## config.mk

```make
export PLATFORM = sky130hd
export DESIGN_NAME = pdc_cfg_regs
export DESIGN_NICKNAME = d
export VERILOG_FILES = /design/src/design/pdc_pkg.sv /design/src/design/pdc_cfg_regs.sv
export SDC_FILE = /design/constraint.sdc
export NUM_CORES = 1
export LEC_CHECK = 0
export ABC_CLOCK_PERIOD_IN_PS = 2650
export BUFFER_PORTS_ARGS = -buffer_cell sky130_fd_sc_hd__buf_4
export CORE_UTILIZATION = 54
export CTS_CLUSTER_SIZE = 16
export DETAILED_ROUTE_END_ITERATION = 10
export PLACE_DENSITY = 0.85
export SYNTH_ARGS = -nofsm -noshare
export SYNTH_HDL_FRONTEND = slang
export SYNTH_SLANG_ARGS = --single-unit
```

## constraint.sdc

```tcl
create_clock -name aclk -period 2.65 [get_ports aclk]
set_input_delay 0.265 -clock aclk [delete_from_list [all_inputs] [get_ports aclk]]
set_output_delay 0.265 -clock aclk [all_outputs]
set_load 0.01 [all_outputs]
```

## src/design/pdc_pkg.sv

```systemverilog
`timescale 1ns / 1ps

package pdc_pkg;

    localparam int unsigned CFG_ADDR_W = 3;
    localparam int unsigned CFG_DATA_W = 31;
    localparam int unsigned ERR_W      = 17;
    localparam int unsigned MAG_W      = 16;
    localparam int unsigned GAIN_W     = 24;
    localparam int unsigned LIMIT_W    = 31;
    localparam int unsigned OPND_W     = 19;
    localparam int unsigned PROD_W     = GAIN_W + OPND_W;
    localparam int unsigned SUM_W      = 48;
    localparam int unsigned DRIVE_W    = 32;

    localparam logic [CFG_ADDR_W-1:0] REG_LOOP_MODE        = 3'd0;
    localparam logic [CFG_ADDR_W-1:0] REG_GAIN_PROP        = 3'd1;
    localparam logic [CFG_ADDR_W-1:0] REG_GAIN_INTEG       = 3'd2;
    localparam logic [CFG_ADDR_W-1:0] REG_GAIN_DERIV       = 3'd3;
    localparam logic [CFG_ADDR_W-1:0] REG_OUTPUT_LIMIT     = 3'd4;
    localparam logic [CFG_ADDR_W-1:0] REG_INTEG_LIMIT      = 3'd5;
    localparam logic [CFG_ADDR_W-1:0] REG_INTEG_DEADBAND   = 3'd6;
    localparam logic [CFG_ADDR_W-1:0] REG_INTEG_SEPARATION = 3'd7;

    localparam logic MODE_POSITIONAL  = 1'b0;
    localparam logic MODE_INCREMENTAL = 1'b1;

    typedef struct packed {
        logic                       loop_mode;
        logic signed [GAIN_W-1:0]   gain_prop;
        logic signed [GAIN_W-1:0]   gain_integ;
        logic signed [GAIN_W-1:0]   gain_deriv;
        logic [LIMIT_W-1:0]         output_limit;
        logic [LIMIT_W-1:0]         integ_limit;
        logic [MAG_W-1:0]           integ_deadband;
        logic [MAG_W-1:0]           integ_separation;
    } cfg_t;

    typedef struct packed {
        logic signed [ERR_W-1:0] err;
        logic [MAG_W-1:0]        err_abs;
    } err_item_t;

    function automatic logic signed [DRIVE_W-1:0] clamp_sym(
        input logic signed [SUM_W-1:0] a,
        input logic [LIMIT_W-1:0]      lim
    );
        logic signed [SUM_W-1:0] lim_pos;
        logic signed [SUM_W-1:0] lim_neg;
        logic signed [SUM_W-1:0] r;
        lim_pos = $signed({{(SUM_W-LIMIT_W){1'b0}}, lim});
        lim_neg = -lim_pos;
        r = a;
        if (a > lim_pos) begin
            r = lim_pos;
        end
        if (a < lim_neg) begin
            r = lim_neg;
        end
        return r[DRIVE_W-1:0];
    endfunction

endpackage

```

## src/design/pdc_cfg_regs.sv

```systemverilog
`timescale 1ns / 1ps

module pdc_cfg_regs import pdc_pkg::*; (
    input  logic                  aclk,
    input  logic                  aresetn,
    input  logic                  cfg_wr_en,
    input  logic [CFG_ADDR_W-1:0] cfg_addr,
    input  logic [CFG_DATA_W-1:0] cfg_wdata,
    output cfg_t                  cfg
);

    cfg_t cfg_reg;
    cfg_t cfg_next;

    always_comb begin
        cfg_next = cfg_reg;
        if (cfg_wr_en) begin
            case (cfg_addr)
                REG_LOOP_MODE:        cfg_next.loop_mode        = cfg_wdata[0];
                REG_GAIN_PROP:        cfg_next.gain_prop        = $signed(cfg_wdata[GAIN_W-1:0]);
                REG_GAIN_INTEG:       cfg_next.gain_integ       = $signed(cfg_wdata[GAIN_W-1:0]);
                REG_GAIN_DERIV:       cfg_next.gain_deriv       = $signed(cfg_wdata[GAIN_W-1:0]);
                REG_OUTPUT_LIMIT:     cfg_next.output_limit     = cfg_wdata[LIMIT_W-1:0];
                REG_INTEG_LIMIT:      cfg_next.integ_limit      = cfg_wdata[LIMIT_W-1:0];
                REG_INTEG_DEADBAND:   cfg_next.integ_deadband   = cfg_wdata[MAG_W-1:0];
                REG_INTEG_SEPARATION: cfg_next.integ_separation = cfg_wdata[MAG_W-1:0];
                default:              cfg_next = cfg_reg;
            endcase
        end
    end

    always_ff @(posedge aclk) begin
        if (!aresetn) begin
            cfg_reg <= '0;
        end else begin
            cfg_reg <= cfg_next;
        end
    end

    assign cfg = cfg_reg;

endmodule

```

==> out/qor.yml <==
status: "complete, no violations"
post-place-ws_ps: 897
wl_per_cell_um: 16.9
clock_path_buffers: 2
crit_chain: "buf_4, nand4bb_2, buf_4, mux2i_1"
n_antenna_cell: 0
core_area_um2: 11000
dieArea_um2: 11900
globalplace.congestion: 0.765
yosys_warnings: 0
cts_made_buffers: 17
pwr-share-clk_pct: 46.9
fin_crit_ps: 1330
globalRouteOverflowTotal: 0
p_seq_share_pct: 46.3
core.rowCount: 38
ant_nets: 0
dieWidth_um: 109
clkSinkCount: 167
critical-path-max-stage-delay_ps: 620
path_clk_slew_ps: 60
final-setup-viol-count: 0
synth_nets: 621
ir_drop_uv: 501
post_cts_resized: 0
dr.pass1.iters: 4
layout_common_cells: "buf_4, nand2_1, mux2i_1, dfxtp_1, clkbuf_16"
p_sw_mw: 1.23
drive_above_1_share_pct: 31.7
syn2layout_area_growth_pct: 34.6
endpoint_kind: "flop"
drc: 0
required_ps: 2940
path_max_fanout: 13
maxSlewViolCount: 0
final_common_cell: "buf_4"
internal_power_mw: 4.39
largest_register_ffs: 167
io-pin-count: 204
holdBufCountCts: 0
p_leak_nw: 4.41
finalHoldViolations: 0
grt_max_degree: 57
fin_util_pct: 75.7
fin_nets: 810
yosys.area.top_type: "dfxtp_1"
crit_top_cell: "buf_4"
grt_pass1_wl_um: 24200
clock_latency_ps: 420
syn_inst: 584
avgSynthCellArea_um2: 10.6
ys_seq_elements: 167
slew_headroom_pct: 37.3
worstPathArrival_ps: 1620
rsz0062_at_grt: "false"
grt_usage_pct: 27.0
synth_top_area_share_pct: 54.2
antenna_found_initial: 0
cts_tree: "yes"
vias_per_cell: 5.25
io_buffers: 203
cts_root_buf: "clkbuf_16"
place_hpwl_um: 10800
crit_slowest_cell: "nand4bb_2"
post-cts-setup-buffers: 0
hold_path.class: "in2reg"
p_per_area_nw_per_um2: 676
path_class: "in2reg"
synth.top_cells.by_area: "dfxtp_1, mux2i_1, nand2_1"
htreeDepth: 4
tns_ps: 0
setup_ws_ps: 1320
drtIter0Drc: 283
ys_seq_area_share_pct: 54.2
clock.fmax_ghz: 0.752
initial_utilization_pct: 56.2
vias: 4860
netlist_area_um2: 6170
die_y_um: 109
worst_pin_slew_ps: 941
critPathLaunchType: "input port"
comb_power_share_pct: 6.8
fin_skew_ps: 0
drt_wl_total_um: 15700
grt_pass1_vias: 4871
switching_share_pct: 21.8
maxCapViolations: 0
hold_slack_ps: 121
fin_crit_sh_pct: 50.2
ys_types: 13
-- synthesized netlist by cell type --
library cell    n
dfxtp_1       167
buf_4           8
buf_2          11
nand4bb_1       2
mux2i_1       167
nand4b_1        3
nand2_1       198
buf_12          2
nand4_4         1
buf_6          11
and4bb_1        1
nor4b_1         1
clkbuf_1       12
-- cells by family (layout without fill, tap and decap cells) --
group                  after synthesis  after routing  synth area share [%]
buffers and inverters               44            246                  5.25
DFF                                167            167                  54.2
muxes                              167            167                  27.1
and+or+nand+nor                    206            206                  13.5
-- worst paths after layout --
path	start	to	slack [ps]	cells after the start
hold / removal	cfg_wdata[30]	cfg[62]	120	3
setup / recovery	cfg_addr[2]	cfg[146]	1320	4
setup reg to reg	cfg[102]	cfg[102]	1970	2
hold reg to reg	cfg[166]	cfg[166]	460	2
-- layer usage --
metal	global-route usage, %	vias to the layer above	part of all wire [%]	wire (um)
li1	-	2310	-	-
met1	30.6	2326	41	6370
met2	46.0	199	49	7640
met3	9.86	25	8.8	1370
met4	10.8	0	1.8	281
met5	0	-	0	0
-- cell type report --
cell class                 count  area [um^2]
clock inverter                11          170
fill                         768         2670
sequential                   167         3340
multi-input combinational    373         2530
clock buffer                  21          470
tap                          140          175
timing repair buffer         214         1620
-- critical path, delay by kind of cell --
family	cells	cell delay, ps
buffers and inverters	2	580
muxes	1	150
and+or+nand+nor	1	620
-- stage by stage --
stage | total power, mW | cell area (um^2) | instances
CTS | 5.65 | 8310 | 926
detailed placement | 3.04 | 7670 | 894
global route | 5.79 | 8310 | 926
finish | 5.62 | 8310 | 926
floorplan | 2.86 | 6170 | 584
global placement | 3.02 | 7670 | 894
-- power by group through the flow --
stage | Clock [mW] | Combinational [mW] | Sequential (mW)
floorplan | 0 | 0.186 | 2.67
global placement | 0 | 0.373 | 2.65
detailed placement | 0 | 0.382 | 2.65
CTS | 2.67 | 0.384 | 2.60
global route | 2.77 | 0.412 | 2.60
finish | 2.64 | 0.383 | 2.60
Power figures use the tool's default switching activity.
