**src/design/pdc_pkg.sv**
```systemverilog
`timescale 1ns / 1ps

package pdc_pkg;

    localparam int unsigned CFG_ADDR_W = 3;
    localparam int unsigned CFG_DATA_W = 31;
    localparam int unsigned ERR_W      = 17;
    localparam int unsigned MAG_W      = 16;
    localparam int unsigned GAIN_W     = 24;
    localparam int unsigned LIMIT_W    = 31;
    localparam int unsigned OPND_W     = 19;
    localparam int unsigned PROD_W     = GAIN_W + OPND_W;
    localparam int unsigned SUM_W      = 48;
    localparam int unsigned DRIVE_W    = 32;

    localparam logic [CFG_ADDR_W-1:0] REG_LOOP_MODE        = 3'd0;
    localparam logic [CFG_ADDR_W-1:0] REG_GAIN_PROP        = 3'd1;
    localparam logic [CFG_ADDR_W-1:0] REG_GAIN_INTEG       = 3'd2;
    localparam logic [CFG_ADDR_W-1:0] REG_GAIN_DERIV       = 3'd3;
    localparam logic [CFG_ADDR_W-1:0] REG_OUTPUT_LIMIT     = 3'd4;
    localparam logic [CFG_ADDR_W-1:0] REG_INTEG_LIMIT      = 3'd5;
    localparam logic [CFG_ADDR_W-1:0] REG_INTEG_DEADBAND   = 3'd6;
    localparam logic [CFG_ADDR_W-1:0] REG_INTEG_SEPARATION = 3'd7;

    localparam logic MODE_POSITIONAL  = 1'b0;
    localparam logic MODE_INCREMENTAL = 1'b1;

    typedef struct packed {
        logic                       loop_mode;
        logic signed [GAIN_W-1:0]   gain_prop;
        logic signed [GAIN_W-1:0]   gain_integ;
        logic signed [GAIN_W-1:0]   gain_deriv;
        logic [LIMIT_W-1:0]         output_limit;
        logic [LIMIT_W-1:0]         integ_limit;
        logic [MAG_W-1:0]           integ_deadband;
        logic [MAG_W-1:0]           integ_separation;
    } cfg_t;

    typedef struct packed {
        logic signed [ERR_W-1:0] err;
        logic [MAG_W-1:0]        err_abs;
    } err_item_t;

    function automatic logic signed [DRIVE_W-1:0] clamp_sym(
        input logic signed [SUM_W-1:0] a,
        input logic [LIMIT_W-1:0]      lim
    );
        logic signed [SUM_W-1:0] lim_pos;
        logic signed [SUM_W-1:0] lim_neg;
        logic signed [SUM_W-1:0] r;
        lim_pos = $signed({{(SUM_W-LIMIT_W){1'b0}}, lim});
        lim_neg = -lim_pos;
        r = a;
        if (a > lim_pos) begin
            r = lim_pos;
        end
        if (a < lim_neg) begin
            r = lim_neg;
        end
        return r[DRIVE_W-1:0];
    endfunction

endpackage

```
**src/design/pdc_err_stage.sv**
```systemverilog
`timescale 1ns / 1ps

module pdc_err_stage import pdc_pkg::*; (
    input  logic               aclk,
    input  logic               aresetn,
    input  logic               s_valid,
    output logic               s_ready,
    input  logic signed [15:0] s_measured,
    input  logic signed [15:0] s_target,
    output logic               e_valid,
    input  logic               e_ready,
    output err_item_t          e_item
);

    logic                    valid_reg;
    logic                    valid_next;
    err_item_t               item_reg;
    err_item_t               item_next;
    logic signed [ERR_W-1:0] err;
    logic signed [ERR_W-1:0] err_mag;

    assign s_ready = !valid_reg || e_ready;

    always_comb begin
        err     = ERR_W'(s_target) - ERR_W'(s_measured);
        err_mag = err[ERR_W-1] ? -err : err;
        item_next.err     = err;
        item_next.err_abs = err_mag[MAG_W-1:0];
        valid_next = valid_reg;
        if (s_ready) begin
            valid_next = s_valid;
        end
    end

    always_ff @(posedge aclk) begin
        if (!aresetn) begin
            valid_reg <= 1'b0;
        end else begin
            valid_reg <= valid_next;
        end
    end

    always_ff @(posedge aclk) begin
        if (s_valid && s_ready) begin
            item_reg <= item_next;
        end
    end

    assign e_valid = valid_reg;
    assign e_item  = item_reg;

endmodule

```
**config.mk**
```make
export PLATFORM = sky130hd
export DESIGN_NAME = pdc_err_stage
export DESIGN_NICKNAME = d
export VERILOG_FILES = /design/src/design/pdc_pkg.sv /design/src/design/pdc_err_stage.sv
export SDC_FILE = /design/constraint.sdc
export NUM_CORES = 1
export LEC_CHECK = 0
export BUFFER_PORTS_ARGS = -buffer_cell sky130_fd_sc_hd__buf_4
export CORE_MARGIN = 4
export CORE_UTILIZATION = 51
export CTS_CLUSTER_SIZE = 40
export DETAILED_ROUTE_END_ITERATION = 8
export PLACE_DENSITY = 0.8
export SLEW_MARGIN = 20
export SYNTH_ARGS = -nofsm -noshare
export SYNTH_HDL_FRONTEND = slang
export SYNTH_SLANG_ARGS = --single-unit
```
**constraint.sdc**
```tcl
create_clock -name aclk -period 3.3 [get_ports aclk]
set_input_delay 0.165 -clock aclk [delete_from_list [all_inputs] [get_ports aclk]]
set_output_delay 0.165 -clock aclk [all_outputs]
set_load 0.02 [all_outputs]
```
==> results of run 1 <==
==> layout make-up <==
| class | count | area, µm² |
|---|---|---|
| Tap cell | 50 | 62.6 |
| Sequential cell | 33 | 981 |
| Clock buffer | 5 | 68.8 |
| Clock inverter | 3 | 12.5 |
| Multi-Input combinational cell | 152 | 1130 |
| Inverter | 29 | 109 |
| Fill cell | 335 | 1240 |
| Timing Repair Buffer | 72 | 541 |
==> report_power, final <==
part	switching [W]	internal, W	total [W]
clock network	0.000139	0.000142	0.000281
logic	0.000313	0.000236	0.000548
registers	0.0000189	0.000556	0.000574
total	0.000471	0.000933	0.00140
==> per-stage QoR <==
step	instances	setup slack, ns
after detailed placement	336	0.253
after CTS	344	0.515
after global placement	336	0.360
after floorplan	219	0.617
final	344	0.509
after global routing	344	0.345
==> worst max path at each step <==
stage | startpoint | endpoint | slack [ns] | cells past startpoint
2_1_floorplan | s_target[0] | e_item[15]$_DFFE_PP_ | 0.62 | 12
3_3_place_gp | s_target[0] | e_item[6]$_DFFE_PP_ | 0.36 | 13
3_5_place_dp | s_target[0] | e_item[15]$_DFFE_PP_ | 0.25 | 13
4_1_cts | s_target[0] | e_item[13]$_DFFE_PP_ | 0.51 | 13
5_1_grt | s_target[0] | e_item[13]$_DFFE_PP_ | 0.34 | 13
6_report | s_target[0] | e_item[13]$_DFFE_PP_ | 0.51 | 13
==> registers in the layout, indices dropped and copies added (netlist names) <==
| name | count |
|---|---|
| e_item | 32 |
| e_valid | 1 |
==> layout by cell type (no fill, tap or decap), types with 7 or more instances in the layout <==
master	instances
xor2_1	12
edfxtp_1	32
nand3_1	7
nor2_1	19
a21oi_1	18
buf_4	72
nor3_1	7
xnor2_1	14
ha_1	17
inv_1	29
==> routing by layer <==
layer	global-route usage	vias up	wire, µm
met5	0	-	0
met3	0.0338	5	299
met1	0.216	828	1920
met2	0.322	55	2440
li1	-	928	-
met4	0.0534	0	47
==> logic make-up after synthesis <==
family | after synthesis
AND/OR/NAND/NOR | 54
AO/OA/AOI/OAI | 51
buffers and inverters | 34
flip-flops | 33
XOR/XNOR | 27
adder cells (fa/ha/maj) | 18
multiplexers | 2
==> impl_results.md, run 1 <==
* Clk_skew at 0.00270 ns
* Clock Latency Late Sink at approximately 0.28 ns
* Post-DR wirelength/cell at 13.7 µm
* Critical Path AT at around 2.8 ns
* Die Wd at 74.5 µm
* Post-Syn Area per Cell at between 10 and 15 µm²
* Die area at 0.00554 mm²
* Post-route core utilization at 0.701
* CP Class: input pin to flop
* CTS clock-pin slew for the worst setup and hold paths at 0.06 ns
* Post-synth EDFFs at 32
* Initial core utilization at 0.543
* Yosys reg bits at 33
* ANT nets after route at 0
* Site Rows at 23
* Largest family of logic cells by synthesized area: compound AO/OA/AOI/OAI gates
* Top FF cell, synth: edfxtp_1
* Routed WL at 4.71 mm
* Post-synthesis compound-gate area fraction at 0.154
* Cell count after synthesis at 219
* Final Hold Fails at 0
* Post-DP HPWL at 3.84 mm
* Post-DP Area at 0.00282 mm²
* Count leader, synth: edfxtp_1
* Slowest CP cell: or3_4
* Initial antenna violation count at 0
* Synth Area in Simple Gates at 0.126
* R2R depth at 3
* Layout cells sized above 1 at 0.299
* Vias in the first global route at between 1.5k and 2k
* Power Total at 0.00140 W
* Hold WS at around 0.18 ns
* DR vias at 1816
* Fin. max-slew vios at 0
* Hold endpoint: e_valid$_SDFFE_PN0N_
* Critical path buffers and inverters at 3
* Crit path max-delay family: compound AO/OA/AOI/OAI gates
* Area growth, synth to finish at 28.9%
* Synthesized net count at roughly 270
* Detailed Route Iter0 Violations at 83
* Root buffer cell: clkbuf_8
* Final setup fails at 0
* DR vias/cell at roughly 5.3
* Tightest Pin Transition at 0.702 ns
* Post-CTS setup buffer count at 0
* Synth area leaders: edfxtp_1 (43%), ha_1 (9.4%), xnor2_1 (5.4%)
* Hold Path Class: input pin to flop
* Hold_sp: aresetn
* Critical path endpoint category: flop
* CP Data Required Time at 3.32 ns
* Die Ht at 74.5 µm
* PostCTS Resize Cnt at 0
* Synth Area in XOR/XNOR at 0.108
* Maxcap violations at 0
* Reg2reg end: e_item[8]$_DFFE_PP_
* Area leader, netlist: edfxtp_1
* Most common library cells after synthesis: edfxtp_1 (32), inv_1 (29), nor2_1 (19), a21oi_1 (18), ha_1 (17)
* Slew HR at 0.531
* Hold Path Depth at 2
* Final min period at 2.79 ns
* Status: complete, no violations
* Cell Area, Synth at 0.00225 mm²
* CTS max path bufs at 2
* Unrepaired setup endpoints after global routing: no
* Post-Synth Adder-Cell Area at 0.103
* DRC at 0
* PwrDens at slightly below 500 mW/mm²
* Antenna cells at 0
* Worst-path maximum fanout at 4
* # port buffers at 70
* Post-synth cell types at 48
* CP Launch Type: input pin
* Inserted Clock Buffers at 5
* Grt ovf at 0
* Synth Warn # at 0
* Largest net degree at the start of global routing at 33
* Multiplexer share of the synthesized area at 0.0100
* Clk sinks at 33
* Seq/Total Area, Yosys at 0.436
* Final period util at 0.846
* Final GP Congestion at 0.808
* Max VDD drop at 0.000168 V
* Reg2reg setup slack at approximately 2 ns
* Post-synth ARST share at 0
* Final non-filler cell area at 0.00290 mm²
* CTS tree: yes
* Std-Cell Core Area at 0.00414 mm²
* Worst r2r src: e_valid$_SDFFE_PN0N_
* Global-route wire length before repair at between 7 and 8 mm
* Worst path max stage delay at between 0.4 and 0.5 ns
* Post-CTS Hold Buffers at 0
* Fmax at 358 MHz
* I/O pin total at 71
* NumNets Final at 347
* LEAKAGE at 1.31 nW
* Top cell type's share of synthesized area at 0.427
* Drt pass-1 iters at 4
* Sum Neg Setup Slack at 0 ns
* GRT Overall Usage at 0.179
* H-tree levels at 2
* CP cell instances: buf_4, inv_1, ha_1, inv_1, fa_1, a21o_1, a21oi_1, xor2_1, o221ai_1, or3_4, nor4_4, a21oi_1, xor2_1
No activity file was read; power rests on OpenSTA's default activity.
==> inputs of run 2 (changes only) <==
clock period = 2.9 ns   (was 3.3 ns; I/O delays follow)
==> impl_results.md, run 2 (synthesis results as in run 1) <==
* Final period util at 0.908
* Clk sinks at 33 (unchanged)
* Critical path endpoint category: flop
* Worst slack, placed at -0.145 ns (-0.397 ns)
* Clock share of power at 0.195 (-0.005)
* Grt ovf at 0 (unchanged)
* I/O pin total at 71 (unchanged)
* Max FFs per register at 32 (unchanged)
* CP cell instances: buf_4, inv_1, ha_1, inv_1, fa_1, a21oi_1, a2bb2oi_1, a21oi_1, o21a_1, o31ai_2, a31oi_4, a31oi_1, xnor2_1
* Root buffer cell: clkbuf_8
* Post-DP HPWL at 3.77 mm (-2.0%)
* Max VDD drop at 0.000268 V (+60%)
* Maxcap violations at 0 (unchanged)
* Fin cells at 349 (+1.5%)
* Switching share of power at 0.333 (-0.00189)
* Fin. max-slew vios at 0 (unchanged)
* LEAKAGE at 1.34 nW (+1.9%)
* NetSw at 0.000540 W (+15%)
* Sequential power share at 0.403 (-0.006)
* Clock Latency Late Sink at 0.28 ns (about the same)
* Slew HR at 0.683 (+0.153)
* Die area at 0.00554 mm² (unchanged)
* Comb pwr share at 0.401 (+0.010)
* Tightest Pin Transition at 0.473 ns (-0.229 ns)
* M1 WL at 1.88 mm (-2.3%)
* Die Ht at 74.5 µm (unchanged)
* CP Class: input pin to flop
* CP Launch Type: input pin
* Site Rows at 23 (unchanged)
* DRC at 0 (unchanged)
* # port buffers at 70 (unchanged)
* Largest net degree at the start of global routing at 33 (unchanged)
* WL met2 at 2.39 mm (-2.1%)
* NumNets Final at 352 (+1.4%)
* CTS clock-pin slew for the worst setup and hold paths at 0.06 ns (about the same)
* H-tree levels at 2 (unchanged)
* DR vias/cell at 5.33 (+0.90%)
* Critical Path AT at 2.65 ns (-0.17 ns)
* Post-DR wirelength/cell at 13.4 µm (-2.3%)
* Routed WL at 4.66 mm (-0.91%)
* PwrDens at 548 mW/mm² (+13%)
* Area growth, synth to finish at 31.2%
* Setup slack after layout at 0.268 ns (-0.241 ns)
* Fmax at ~380 MHz
* GRT Overall Usage at 0.173 (-0.00569)
* Status: complete, no violations
* WL met3 at 312 µm (+4.3%)
* Worst-path maximum fanout at 16 (+12)
* Initial core utilization at 0.543 (unchanged)
* Hold Path Class: input pin to flop
* Antenna cells at 0 (unchanged)
* Inserted Clock Buffers at 5 (unchanged)
* Final Hold Fails at 0 (unchanged)
* Slowest CP cell: fa_1
* DR vias at 1859 (+2.4%)
* Final min period at 2.63 ns
* Worst path max stage delay at 0.42 ns (-0.03 ns)
* R2R depth at 3 (unchanged)
* Final GP Congestion at 0.809 (about the same)
* Hold Path Depth at 2 (unchanged)
* Post-CTS setup buffer count at 0 (unchanged)
* ANT nets after route at 0 (unchanged)
* Clk_skew at 0.00182 ns (-0.000876 ns)
* CTS max path bufs at 2 (unchanged)
* CP Data Required Time at 2.92 ns (-0.40 ns)
* Unrepaired setup endpoints after global routing: no
* Die Wd at 74.5 µm (unchanged)
* Final setup fails at 0 (unchanged)
* Std-Cell Core Area at 0.00414 mm² (unchanged)
* CTS tree: yes
* Layout cells sized above 1 at 0.314 (+0.0151)
* Initial antenna violation count at 0 (unchanged)
* Dpl cells at 341 (+1.5%)
* Drt pass-1 iters at 4 (unchanged)
* Vias in the first global route at 1730 (+2.5%)
* Detailed Route Iter0 Violations at 137 (+65%)
* Most common cell after layout, fill and taps aside: buf_4
* Global-route wire length before repair at 7.41 mm (-2.3%)
* Highest routed layer: met4
* Int Power at 0.00108 W (+16%)
* Commonest cells after routing, fill and taps aside: buf_4 (77), edfxtp_1 (32), inv_1 (29)
-- run 2: final cells by class --
| type | count | area [µm²] |
|---|---|---|
| tap | 50 | 62.6 |
| timing repair buffer | 77 | 578 |
| sequential | 33 | 981 |
| fill | 333 | 1190 |
| inverter | 29 | 109 |
| multi-input combinational | 152 | 1140 |
| clock buffer | 5 | 68.8 |
| clock inverter | 3 | 12.5 |
-- run 2: final timing paths --
path                                            from                   end  slack [ns]
worst max register to register  e_valid$_SDFFE_PN0N_  e_item[19]$_DFFE_PP_        1.64
worst min register to register  e_valid$_SDFFE_PN0N_  e_valid$_SDFFE_PN0N_        0.57
worst max-delay path                     s_target[0]   e_item[4]$_DFFE_PP_        0.27
worst min-delay path                         aresetn  e_valid$_SDFFE_PN0N_        0.14
-- run 2: routing by layer --
layer / GRT usage / vias up
li1: - / 942
met1: 0.215 / 847
met2: 0.297 / 62
met3: 0.0311 / 8
met4: 0.0711 / 0
met5: 0 / -
-- run 2: critical path: cells and delay by family --
| kind | cells | cell delay (ns) |
|---|---|---|
| AOI/OAI and AO/OA | 7 | 1.59 |
| xor gates and xnor gates | 1 | 0.12 |
| adders and majority gates | 2 | 0.58 |
| buffers and inverters | 3 | 0.21 |
-- run 2: through the flow --
step / util / hold WS, ns / area [µm²] / total power [W] / TNS (ns)
floorplan: - / 0.284 / 2250 / 0.00107 / 0
global placement: 0.690 / 0.408 / 2860 / 0.00128 / -0.0131
detailed placement: 0.690 / 0.431 / 2860 / 0.00131 / -1.19
CTS: 0.710 / 0.136 / 2940 / 0.00162 / 0
global route: 0.713 / 0.127 / 2960 / 0.00171 / 0
finish: 0.713 / 0.137 / 2960 / 0.00162 / 0
-- run 2: power by group through the flow --
stage          registers (W)  clock network (W)  logic [W]
2_1_floorplan       0.000755                  0   0.000315
3_3_place_gp        0.000662                  0   0.000622
3_5_place_dp        0.000665                  0   0.000644
4_1_cts             0.000655           0.000316   0.000647
5_1_grt             0.000660           0.000339   0.000708
6_report            0.000653           0.000316   0.000650
-- run 2: what timing repair did --
action	in CTS	in global routing
gates resized for setup	0	2
endpoints found under the setup margin	0	10
hold buffers	0	0
